--- src/rtl/triaxial_block_averager_with_zero_cal_top_defines.svh ---
// Assertion macros shared by the block averager RTL.
`ifndef TRIAXIAL_BLOCK_AVERAGER_WITH_ZERO_CAL_TOP_DEFINES_SVH
`define TRIAXIAL_BLOCK_AVERAGER_WITH_ZERO_CAL_TOP_DEFINES_SVH

// Same-cycle implication, disabled in reset.
`define TBA_ASSERT_SAME(lbl, clk, rst, ante, cons, msg) \
   lbl: assert property (@(posedge clk) disable iff (rst) (ante) |-> (cons)) else $error(msg);

// Next-cycle implication, disabled in reset.
`define TBA_ASSERT_NEXT(lbl, clk, rst, ante, cons, msg) \
   lbl: assert property (@(posedge clk) disable iff (rst) (ante) |=> (cons)) else $error(msg);

`endif

--- src/rtl/tba_pkg.sv ---
// Types and constants of the block averager.
package tba_pkg;

   // register indexes on the csr port
   localparam logic [1:0] REG_CAL_MODE  = 2'd0;
   localparam logic [1:0] REG_MEAS_LEN  = 2'd1;
   localparam logic [1:0] REG_CAL_LEN   = 2'd2;
   localparam logic [1:0] REG_GRAVITY   = 2'd3;

   // register reset values
   localparam logic [7:0]  MEAS_LEN_RESET = 8'd5;
   localparam logic [7:0]  CAL_LEN_RESET  = 8'd25;
   localparam logic [14:0] GRAVITY_RESET  = 15'd16000;

   // result kinds
   localparam logic KIND_MEASURE = 1'b0;
   localparam logic KIND_CAL     = 1'b1;

   // saturation limits of a corrected measurement
   localparam int SAT16_MAX = 32767;
   localparam int SAT16_MIN = -32768;

   localparam int VALUE_W = 17;

   typedef enum logic [1:0] {
      ST_IDLE,
      ST_LOAD,
      ST_DIVIDE,
      ST_WRITE
   } state_type;

   // controller to datapath
   typedef struct packed {
      logic accept;
      logic load;
      logic step;
      logic write;
   } cmd_type;

   // datapath to controller
   typedef struct packed {
      logic run_done;
      logic div_last;
   } stat_type;

endpackage

--- src/rtl/tba_ctrl.sv ---
// Controller: sequences accumulate, divider load, divide steps and result write.
`include "triaxial_block_averager_with_zero_cal_top_defines.svh"

module tba_ctrl import tba_pkg::*; (
   input  logic     clock,
   input  logic     reset,
   input  logic     req_tvalid,
   output logic     req_tready,
   output logic     rsp_tvalid,
   input  logic     rsp_tready,
   input  stat_type stat,
   output cmd_type  cmd
);

   state_type state_ff, state_in;
   logic      out_valid_ff, out_valid_in;
   logic      write_go;

   // result may be written once the output register is free or being taken
   assign write_go = (state_ff == ST_WRITE) && (!out_valid_ff || rsp_tready);

   // next state
   always_comb begin
      state_in = state_ff;
      case (state_ff)
         ST_IDLE: begin
            if (req_tvalid && stat.run_done) state_in = ST_LOAD;
         end
         ST_LOAD: begin
            state_in = ST_DIVIDE;
         end
         ST_DIVIDE: begin
            if (stat.div_last) state_in = ST_WRITE;
         end
         ST_WRITE: begin
            if (write_go) state_in = ST_IDLE;
         end
         default: begin
            state_in = ST_IDLE;
         end
      endcase
   end

   // outputs
   always_comb begin
      cmd        = '0;
      req_tready = 1'b0;
      case (state_ff)
         ST_IDLE: begin
            req_tready = 1'b1;
            cmd.accept = req_tvalid;
         end
         ST_LOAD: begin
            cmd.load = 1'b1;
         end
         ST_DIVIDE: begin
            cmd.step = 1'b1;
         end
         ST_WRITE: begin
            cmd.write = write_go;
         end
         default: begin
            cmd = '0;
         end
      endcase
   end

   // output word valid
   always_comb begin
      out_valid_in = out_valid_ff;
      if (write_go)        out_valid_in = 1'b1;
      else if (rsp_tready) out_valid_in = 1'b0;
   end

   assign rsp_tvalid = out_valid_ff;

   always_ff @(posedge clock) begin
      if (reset) begin
         state_ff     <= ST_IDLE;
         out_valid_ff <= 1'b0;
      end else begin
         state_ff     <= state_in;
         out_valid_ff <= out_valid_in;
      end
   end

   `TBA_ASSERT_NEXT(a_run_end_loads, clock, reset, (state_ff == ST_IDLE) && req_tvalid && stat.run_done, state_ff == ST_LOAD, "run end did not load divider")
   `TBA_ASSERT_NEXT(a_last_step_writes, clock, reset, (state_ff == ST_DIVIDE) && stat.div_last, state_ff == ST_WRITE, "divider end did not reach write")
   `TBA_ASSERT_NEXT(a_write_waits, clock, reset, (state_ff == ST_WRITE) && out_valid_ff && !rsp_tready, (state_ff == ST_WRITE) && out_valid_ff, "result written over pending word")

endmodule

--- src/rtl/tba_dp.sv ---
// Datapath: config registers, axis sums, three-lane restoring divider, offsets, output word.
`include "triaxial_block_averager_with_zero_cal_top_defines.svh"

module tba_dp import tba_pkg::*; #(
   parameter int SUM_WIDTH = 24
) (
   input  logic        clock,
   input  logic        reset,
   input  cmd_type     cmd,
   output stat_type    stat,
   input  logic [47:0] req_tdata,
   input  logic        csr_we,
   input  logic [1:0]  csr_index,
   input  logic [14:0] csr_wdata,
   output logic [55:0] rsp_tdata,
   output logic        rsp_tuser
);

   localparam int STEP_W = $clog2(SUM_WIDTH);
   localparam int OFS_W  = SUM_WIDTH + 1;
   localparam int DIFF_W = SUM_WIDTH + 2;

   // configuration
   logic        cal_mode_ff, cal_mode_in;
   logic [7:0]  meas_len_ff, meas_len_in;
   logic [7:0]  cal_len_ff, cal_len_in;
   logic [14:0] gravity_ff, gravity_in;
   logic        csr_clear;

   // run state
   logic [7:0]           count_ff, count_in;
   logic [SUM_WIDTH-1:0] sum_ff [3];
   logic [SUM_WIDTH-1:0] sum_in [3];
   logic [15:0]          sample [3];

   // divider
   logic [SUM_WIDTH-1:0] dvd_ff [3];
   logic [SUM_WIDTH-1:0] dvd_in [3];
   logic [7:0]           rem_ff [3];
   logic [7:0]           rem_in [3];
   logic [2:0]           neg_ff, neg_in;
   logic [STEP_W-1:0]    step_ff, step_in;
   logic [8:0]           shifted [3];
   logic [8:0]           trial [3];
   logic [2:0]           fits;

   // result
   logic [OFS_W-1:0]     ofs_ff [3];
   logic [OFS_W-1:0]     ofs_in [3];
   logic [SUM_WIDTH-1:0] avg [3];
   logic [OFS_W-1:0]     new_ofs [3];
   logic signed [DIFF_W-1:0] diff [3];
   logic [VALUE_W-1:0]   value [3];
   logic [VALUE_W-1:0]   out_val_ff [3];
   logic [VALUE_W-1:0]   out_val_in [3];
   logic                 out_kind_ff, out_kind_in;

   logic [7:0] len_sel, len_eff, count_next;

   // active run length, zero taken as one
   assign len_sel    = cal_mode_ff ? cal_len_ff : meas_len_ff;
   assign len_eff    = (len_sel == 8'd0) ? 8'd1 : len_sel;
   assign count_next = count_ff + 8'd1;

   assign stat.run_done = (count_next >= len_eff);
   assign stat.div_last = (step_ff == STEP_W'(SUM_WIDTH - 1));

   // configuration writes
   always_comb begin
      cal_mode_in = cal_mode_ff;
      meas_len_in = meas_len_ff;
      cal_len_in  = cal_len_ff;
      gravity_in  = gravity_ff;
      csr_clear   = 1'b0;
      if (csr_we) begin
         csr_clear = 1'b1;
         case (csr_index)
            REG_CAL_MODE: cal_mode_in = csr_wdata[0];
            REG_MEAS_LEN: meas_len_in = csr_wdata[7:0];
            REG_CAL_LEN:  cal_len_in  = csr_wdata[7:0];
            REG_GRAVITY:  gravity_in  = csr_wdata;
            default:      csr_clear   = 1'b0;
         endcase
      end
   end

   // sample fields: little-endian 16-bit per axis
   always_comb begin
      for (int i = 0; i < 3; i++) begin
         sample[i] = req_tdata[16*i +: 16];
      end
   end

   // accumulate, clear on run end or config write
   always_comb begin
      count_in = count_ff;
      for (int i = 0; i < 3; i++) sum_in[i] = sum_ff[i];
      if (csr_clear || cmd.load) begin
         count_in = 8'd0;
         for (int i = 0; i < 3; i++) sum_in[i] = '0;
      end else if (cmd.accept) begin
         count_in = count_next;
         for (int i = 0; i < 3; i++) begin
            sum_in[i] = sum_ff[i] + {{(SUM_WIDTH-16){sample[i][15]}}, sample[i]};
         end
      end
   end

   // divider lanes: magnitude in, one quotient bit per step
   always_comb begin
      step_in = step_ff;
      neg_in  = neg_ff;
      for (int i = 0; i < 3; i++) begin
         shifted[i] = {rem_ff[i], dvd_ff[i][SUM_WIDTH-1]};
         trial[i]   = shifted[i] - {1'b0, len_eff};
         fits[i]    = (shifted[i] >= {1'b0, len_eff});
         dvd_in[i]  = dvd_ff[i];
         rem_in[i]  = rem_ff[i];
      end
      if (cmd.load) begin
         step_in = '0;
         for (int i = 0; i < 3; i++) begin
            neg_in[i] = sum_ff[i][SUM_WIDTH-1];
            dvd_in[i] = sum_ff[i][SUM_WIDTH-1] ? (~sum_ff[i] + 1'b1) : sum_ff[i];
            rem_in[i] = 8'd0;
         end
      end else if (cmd.step) begin
         step_in = step_ff + 1'b1;
         for (int i = 0; i < 3; i++) begin
            rem_in[i] = fits[i] ? trial[i][7:0] : shifted[i][7:0];
            dvd_in[i] = {dvd_ff[i][SUM_WIDTH-2:0], fits[i]};
         end
      end
   end

   // averages, new offsets and corrected values
   always_comb begin
      for (int i = 0; i < 3; i++) begin
         avg[i]     = neg_ff[i] ? (~dvd_ff[i] + 1'b1) : dvd_ff[i];
         new_ofs[i] = {avg[i][SUM_WIDTH-1], avg[i]};
         diff[i]    = $signed({{2{avg[i][SUM_WIDTH-1]}}, avg[i]})
                    - $signed({ofs_ff[i][OFS_W-1], ofs_ff[i]});
         if (diff[i] > DIFF_W'(SAT16_MAX))      value[i] = VALUE_W'(SAT16_MAX);
         else if (diff[i] < DIFF_W'(SAT16_MIN)) value[i] = VALUE_W'(SAT16_MIN);
         else                                   value[i] = diff[i][VALUE_W-1:0];
      end
      // gravity comes off z only
      new_ofs[2] = {avg[2][SUM_WIDTH-1], avg[2]} - {{(OFS_W-15){1'b0}}, gravity_ff};
   end

   // result registers
   always_comb begin
      out_kind_in = out_kind_ff;
      for (int i = 0; i < 3; i++) begin
         ofs_in[i]     = ofs_ff[i];
         out_val_in[i] = out_val_ff[i];
      end
      if (cmd.write) begin
         if (cal_mode_ff) begin
            out_kind_in = KIND_CAL;
            for (int i = 0; i < 3; i++) begin
               ofs_in[i]     = new_ofs[i];
               out_val_in[i] = new_ofs[i][VALUE_W-1:0];
            end
         end else begin
            out_kind_in = KIND_MEASURE;
            for (int i = 0; i < 3; i++) out_val_in[i] = value[i];
         end
      end
   end

   always_ff @(posedge clock) begin
      if (reset) begin
         cal_mode_ff <= 1'b0;
         meas_len_ff <= MEAS_LEN_RESET;
         cal_len_ff  <= CAL_LEN_RESET;
         gravity_ff  <= GRAVITY_RESET;
         count_ff    <= 8'd0;
         step_ff     <= '0;
         for (int i = 0; i < 3; i++) begin
            sum_ff[i] <= '0;
            ofs_ff[i] <= '0;
         end
      end else begin
         cal_mode_ff <= cal_mode_in;
         meas_len_ff <= meas_len_in;
         cal_len_ff  <= cal_len_in;
         gravity_ff  <= gravity_in;
         count_ff    <= count_in;
         step_ff     <= step_in;
         for (int i = 0; i < 3; i++) begin
            sum_ff[i] <= sum_in[i];
            ofs_ff[i] <= ofs_in[i];
         end
      end
   end

   // payload registers
   always_ff @(posedge clock) begin
      neg_ff      <= neg_in;
      out_kind_ff <= out_kind_in;
      for (int i = 0; i < 3; i++) begin
         dvd_ff[i]     <= dvd_in[i];
         rem_ff[i]     <= rem_in[i];
         out_val_ff[i] <= out_val_in[i];
      end
   end

   // tdata: x_value, y_value, z_value from bit 0, zero fill
   assign rsp_tdata = {5'd0, out_val_ff[2], out_val_ff[1], out_val_ff[0]};
   assign rsp_tuser = out_kind_ff;

   `TBA_ASSERT_NEXT(a_load_clears_run, clock, reset, cmd.load, (count_ff == 8'd0) && (sum_ff[0] == '0) && (sum_ff[2] == '0) && (step_ff == '0), "run not cleared at divider load")
   `TBA_ASSERT_NEXT(a_csr_clears_run, clock, reset, csr_we, (count_ff == 8'd0) && (sum_ff[1] == '0), "config write did not clear run")
   `TBA_ASSERT_NEXT(a_cal_word_is_offset, clock, reset, cmd.write && cal_mode_ff, (rsp_tuser == KIND_CAL) && (rsp_tdata[16:0] == ofs_ff[0][16:0]) && (rsp_tdata[50:34] == ofs_ff[2][16:0]), "calibration word differs from stored offsets")

endmodule

--- src/rtl/triaxial_block_averager_with_zero_cal_top.sv ---
// Top level of the three-axis block averager with zero-offset calibration.
//
//   channel | direction | handshake              | payload
//   req     | in        | req_tvalid/req_tready  | req_tdata: six sample bytes
//   rsp     | out       | rsp_tvalid/rsp_tready  | rsp_tdata: three values, rsp_tuser: kind
//   csr     | in        | csr_we                 | csr_index, csr_wdata
//
// A sample that does not end a run is taken while the block is idle. A sample that ends a run
// is followed by the divider load, SUM_WIDTH restoring steps in the shared three-lane divider
// and the result write; no new sample is taken until that write is done.
// Reset is synchronous and active high; it restores register defaults, clears sums
// and offsets. A pending result does not stop accumulation; only the write of the next
// result waits until the output word is taken.
module triaxial_block_averager_with_zero_cal_top import tba_pkg::*; #(
   parameter int SUM_WIDTH = 24
) (
   input  logic        clock,
   input  logic        reset,
   input  logic        req_tvalid,
   output logic        req_tready,
   // x_low_byte, x_high_byte, y_low_byte, y_high_byte, z_low_byte, z_high_byte
   input  logic [47:0] req_tdata,
   output logic        rsp_tvalid,
   input  logic        rsp_tready,
   // x_value [16:0], y_value [33:17], z_value [50:34], zero fill
   output logic [55:0] rsp_tdata,
   // result_kind
   output logic        rsp_tuser,
   input  logic        csr_we,
   input  logic [1:0]  csr_index,
   input  logic [14:0] csr_wdata
);

   cmd_type  cmd;
   stat_type stat;

   tba_ctrl u_ctrl (
      .clock      (clock),
      .reset      (reset),
      .req_tvalid (req_tvalid),
      .req_tready (req_tready),
      .rsp_tvalid (rsp_tvalid),
      .rsp_tready (rsp_tready),
      .stat       (stat),
      .cmd        (cmd)
   );

   tba_dp #(
      .SUM_WIDTH (SUM_WIDTH)
   ) u_dp (
      .clock     (clock),
      .reset     (reset),
      .cmd       (cmd),
      .stat      (stat),
      .req_tdata (req_tdata),
      .csr_we    (csr_we),
      .csr_index (csr_index),
      .csr_wdata (csr_wdata),
      .rsp_tdata (rsp_tdata),
      .rsp_tuser (rsp_tuser)
   );

endmodule

--- config.mk ---
export PLATFORM = sky130hd
export DESIGN_NAME = triaxial_block_averager_with_zero_cal_top
export DESIGN_NICKNAME = d
export VERILOG_FILES = /design/src/rtl/tba_pkg.sv /design/src/rtl/tba_ctrl.sv /design/src/rtl/tba_dp.sv /design/src/rtl/triaxial_block_averager_with_zero_cal_top.sv
export VERILOG_INCLUDE_DIRS = /design/src /design/src/rtl
export SDC_FILE = /design/constraint.sdc
export NUM_CORES = 1
export LEC_CHECK = 0
export BUFFER_PORTS_ARGS = -buffer_cell sky130_fd_sc_hd__buf_4
export CAP_MARGIN = 20
export CORE_MARGIN = 2
export CORE_UTILIZATION = 63
export CTS_CLUSTER_SIZE = 10
export DETAILED_ROUTE_END_ITERATION = 8
export HOLD_SLACK_MARGIN = 0.03
export PLACE_DENSITY = 0.94
export SYNTH_ARGS = -nofsm -noshare
export SYNTH_HDL_FRONTEND = slang
export SYNTH_SLANG_ARGS = --single-unit
--- constraint.sdc ---
create_clock -name clock -period 6.4 [get_ports clock]
set_input_delay 0.64 -clock clock [delete_from_list [all_inputs] [get_ports clock]]
set_output_delay 0.64 -clock clock [all_outputs]
set_load 0.01 [all_outputs]
### After elaboration in Yosys (flattened, before gate mapping)

Memory sizes are Yosys's and may differ from the RTL's.
Cells that the tools add are included.

| operators by class | value |
|---|---|
| $add $sub $neg | 18 |
| $lt $le $gt $ge | 10 |
| eq/ne operators | 10 |
| mux-type cells | 49 |
| bitwise operators | 12 |
| reduce and logical (&&, ||, !) cells | 16 |

Operators by type and width:

| cell | count |
|---|---|
| 72-bit 2-to-1 mux | 4 |
| 24-bit 2-to-1 mux | 11 |
| 75-bit 2-to-1 mux | 2 |
| 24-bit by 1-bit adder with 24-bit output, second input constant | 6 |
| 24-bit NOT | 6 |
| 17-bit 2-to-1 mux | 6 |
| 51-bit 2-to-1 mux | 2 |
| 26-bit by 16-bit greater-than comparator with 1-bit output, second input constant | 3 |
| 26-bit by 16-bit < comparator with 1-bit output, second input constant | 3 |
| 24-bit by 25-bit subtractor with 26-bit output | 3 |
| 25-bit 2-to-1 mux | 3 |
| 24-bit adder | 3 |
| 8-bit 2-to-1 mux | 5 |
| 9-bit by 8-bit greater-or-equal comparator with 1-bit output | 3 |
| 24-bit by 16-bit subtractor with 25-bit output | 1 |
| 8-bit subtractor | 3 |
| 1-bit 2-to-1 mux | 12 |
| 8-bit by 1-bit adder with 8-bit output, second input constant | 1 |
| 2-bit == test, second input constant | 4 |
| 8-bit greater-or-equal comparator | 1 |
| 8-bit zero test | 1 |
| 2-bit one-hot mux with 4 select lines | 1 |
| 2-bit AND reduction | 4 |
| 2-bit 2-to-1 mux | 3 |
| other kinds (13) | 24 |

| word-level totals | value |
|---|---|
| register bits after elaboration | 52 |
| RAM bits | 294 |
| input port bits | 70 |
| output and inout port bits | 59 |
| logic and storage cells | 130 |
| memories | 5 |

Memories:

| name | depth | bits a word | rd ports | clocked after Yosys merged registers in | write ports | RTL line | text |
|---|---|---|---|---|---|---|---|
| u_dp.ofs_ff | 3 | 25 | 3 | 0 | 3 | tba_dp.sv:48 | `logic [OFS_W-1:0] ofs_ff [3];` |
| u_dp.dvd_ff | 3 | 24 | 3 | 0 | 3 | tba_dp.sv:37 | `logic [SUM_WIDTH-1:0] dvd_ff [3];` |
| u_dp.sum_ff | 3 | 24 | 3 | 0 | 3 | tba_dp.sv:32 | `logic [SUM_WIDTH-1:0] sum_ff [3];` |
| u_dp.out_val_ff | 3 | 17 | 3 | 0 | 3 | tba_dp.sv:54 | `logic [VALUE_W-1:0] out_val_ff [3];` |
| u_dp.rem_ff | 3 | 8 | 3 | 0 | 3 | tba_dp.sv:39 | `logic [7:0] rem_ff [3];` |

### Depth between registers and ports, before layout

An unclocked memory read counts as a cell.

| depth | value |
|---|---|
| depth in word-level cells | 10 |
| gate-level depth with buffers | 20 |

### Cells and area by module

From an unflattened synthesis, not the netlist that was laid out.

| unflattened totals | value |
|---|---|
| cell total of the unflattened synthesis | 3069 |
| area, all modules | 25648.3 um2 |

By module, submodules not included:

| module | instances | cells each | area each (um2) | sequential area each (um2) |
|---|---|---|---|---|
| tba_dp | 1 | 3044 | 25404.4 | 8097.8 |
| tba_ctrl | 1 | 25 | 244.0 | 60.1 |

### Worst setup path after synthesis

OpenSTA, ideal clock, no wires.

| path | value |
|---|---|
| kind | register to register |
| start point | memory u_dp.dvd_ff[1][8] (netlist: u_dp.dvd_ff[0][32]) |
| end point | memory u_dp.out_val_ff[1][5] (netlist: u_dp.out_val_ff[0][22]) (data pin) |
| setup time | 0.261 ns |
| arrival | 4.818 ns |
| required time | 6.139 ns |
| slack | 1.321 ns |
| cell stages (with the launch flop) | 20 |
| buffers on the path | 1 |
| clock period less this slack | 5.079 ns |
| cells stage by stage | edfxtp_1 > or4_1 > or3_1 > or3_1 > or2_2 > o21ai_0 > xor2_1 > inv_1 > ha_1 > nand3_1 > nor4_1 > nand3_1 > o31a_1 > a21oi_1 > a21oi_1 > o21ai_1 > xnor2_1 > a41oi_1 > clkbuf_1 > a221o_1 |

RTL lines:

| item | RTL line |
|---|---|
| start: declaration | tba_dp.sv:37 |
| end: declaration | tba_dp.sv:54 |

==> results.yml <==
run_status:
  status: "finished clean"
worst_hold_path:
  min_path_type: "primary input to register"
critical_path:
  crit_family: "simple AND/OR/NAND/NOR gates"
  path_buf_inv: 1
  crit_slowest_cell: "o41ai_4"
  required_ps: 6830
  cp.arrival_ps: 6290
  crit_chain: "or4_1 -> or3_1 -> or3_1 -> or2_2 -> o21ai_0 -> xor2_1 -> inv_1 -> ha_1 -> nand3_1 -> nor4_1 -> nand3_1 -> o31a_1 -> a21oi_1 -> a21oi_1 -> o21ai_1 -> xnor2_1 -> o41ai_4 -> a221o_1"
  critPathMaxFanout: 15
  worstSetupStartpointType: "register"
  slowest_delay_ps: 850
  end_kind: "register"
  crit_type: "register to register"
sta:
  tns_ps: 0
  setup_violations: 0
  min_period_ps: 5870
  rsz0062_at_grt: "false"
  slew_violations: 0
  worst_slew_pin_slew_ps: 997
  worst_clock_skew_ps: 23.1
  period_share_pct: 91.6
  relSlewSlack_pct: 33.4
  fmax_mhz: 170
  finalHoldViolations: 0
cts:
  clock_sinks: 344
  cts_setup_buffers: 0
  root_buffer: "clkbuf_16"
  hold_buffers: 0
  cts_resized: 0
  htreeDepth: 2
  clk_pin_slew_ps: 60
  tritoncts: "built"
  insertion_delay_ps: 580
  clock_path_buffers: 3
  numCtsBuffers: 41
power:
  ir_drop_mv: 0.193
  p_switching_mw: 2.94
  switching_share_pct: 37.4
  p_int_mw: 4.91
  comb_power_share_pct: 38.8
  p_seq_share_pct: 33.9
  pwr-share-clk_pct: 27.3
  power_density_nw_per_um2: 283
  leakage_nw: 10.9
logic_synthesis:
  synth_cells: 3049
  synth_cell_type_count: 91
  ys_seq_area_share_pct: 32.2
  synth_edf_count: 127
  postSynth.asyncResetShare_pct: 0
  avgSynthCellArea_um2: 8.30
  ys.warnings.count: 0
  synth_area_um2: 25300
  ys_ff_latch: 344
  synthFlopType: "dfxtp_1"
cells_and_area:
  drive_gt1_share_pct: 8.20
  most-common-layout-cells: "318 x nand2_1, 306 x a21oi_1, 298 x nor2_1"
  final_common_cell: "nand2_1"
  area_growth_pct: 9.52
  final_cells: 3661
  antennaDiodeCount: 0
  final_area_um2: 27700
  layout.nets: 3391
placement:
  dpl.cell_count: 3592
  io_buffers: 123
  dpl_cell_area_um2: 26500
  routabilityCongestion: 0.972
  hpwl_um: 48100
floorplan:
  die_area_um2: 41800
  pin_count: 129
  die_h_um: 204
  core_area_um2: 39700
  rows: 73
  die_w_um: 204
  initial_utilization_pct: 63.7
detailed_routing:
  vias: 23300
  drt_iter0_drc: 2342
  wl_per_cell_um: 18.3
  drc: 0
  postRouteAntennaNets: 0
  drt_wl_total_um: 67100
  viasPerCell: 6.37
  firstDrtPassIters: 6
global_routing:
  antenna_found_initial: 0
  use_met1_pct: 43.7
  grt_pass1_vias: 21700
  grt_util_met2_pct: 50.7
  grt_usage_pct: 31.3
  top_usage_layer: "met2"
  grt_max_degree: 100
  grt_first_pass_wirelength_um: 108000
  overflow: 0
  grtUsageMet3_pct: 4.08
run:
  cap_viol_max_count: 0
per-stage QoR:
stage                     power, mW  hold WS (ps)  setup WS [ps]  util (%)
after floorplan                4.92           426           1320         -
after global placement         5.48           439            810      66.8
after detailed placement       5.62           446            628      66.8
after CTS                      7.78           244            623      69.7
after global routing           8.22           259            126      69.7
final                          7.84           265            535      69.7
synth_stat cells (42+ instances only):
master,number,area share [%]
nor3_1,48,0.95
a211oi_1,88,2.6
nand3_1,54,1.1
nor2b_1,42,1.0
clkbuf_1,99,1.5
o31ai_1,45,1.3
inv_1,192,2.8
xor2_1,137,4.7
dfxtp_1,217,17
nand2_1,320,4.7
xnor2_1,140,4.8
a21oi_1,306,6.1
a21o_1,72,2.1
mux2i_1,45,1.8
edfxtp_1,127,15
ha_1,201,9.9
nor2_1,298,4.4
o21ai_0,139,2.7
path summary, 6_finish.rpt:
check	startpoint	to	slack [ps]	cells after the start
min reg2reg	u_dp.ofs_ff[0][70]	u_dp.ofs_ff[0][70]	450	2
max reg2reg	u_dp.dvd_ff[0][34]	u_dp.out_val_ff[0][31]	530	18
max	u_dp.dvd_ff[0][34]	u_dp.out_val_ff[0][31]	530	18
min	csr_wdata[9]	u_dp.gravity_ff[9]	270	2
sequential cells by signal, summed over array words and instances, names as in the netlist:
signal             count
u_ctrl.state_ff        2
u_dp.gravity_ff       15
u_dp.cal_mode_ff       1
u_dp.step_ff           5
u_dp.neg_ff            3
u_dp.count_ff          8
u_dp.out_val_ff       51
u_dp.ofs_ff           73
u_dp.sum_ff           72
u_dp.dvd_ff           72
u_dp.rem_ff           24
u_ctrl.rsp_tvalid      1
u_dp.cal_len_ff        8
u_dp.rsp_tuser         1
u_dp.meas_len_ff       8
final cells by class:
type	count	area (um2)
Clock buffer	64	1130
Clock inverter	5	47.5
Fill cell	2909	12000
Inverter	193	724
Multi-Input combinational cell	2392	16000
Sequential cell	344	8160
Tap cell	525	657
Timing Repair Buffer	138	1040
power groups by stage:
| stage | sequential (mW) | combinational, mW | clock [mW] |
|---|---|---|---|
| 2_1_floorplan | 2.62 | 2.30 | 0 |
| 3_3_place_gp | 2.67 | 2.80 | 0 |
| 3_5_place_dp | 2.69 | 2.93 | 0 |
| 4_1_cts | 2.64 | 2.97 | 2.16 |
| 5_1_grt | 2.67 | 3.32 | 2.24 |
| 6_report | 2.66 | 3.04 | 2.15 |
logic make-up after synthesis:
| kind of cell | synth area share (%) |
|---|---|
| xor gates and xnor gates | 9.72 |
| muxes | 2.31 |
| and+or+nand+nor | 17.6 |
| other | 0.0148 |
| DFF | 32.2 |
| buffers and inverters | 4.86 |
| adders and majority gates | 10.7 |
| AOI/OAI and AO/OA | 22.5 |
per-layer routing:
| layer | share of wire, % | wire length (um) |
|---|---|---|
| met2 | 46 | 30700 |
| met5 | 0 | 0 |
| met1 | 44 | 29200 |
| met3 | 8.5 | 5700 |
| met4 | 2.2 | 1480 |
Power figures use the tool's default switching activity.
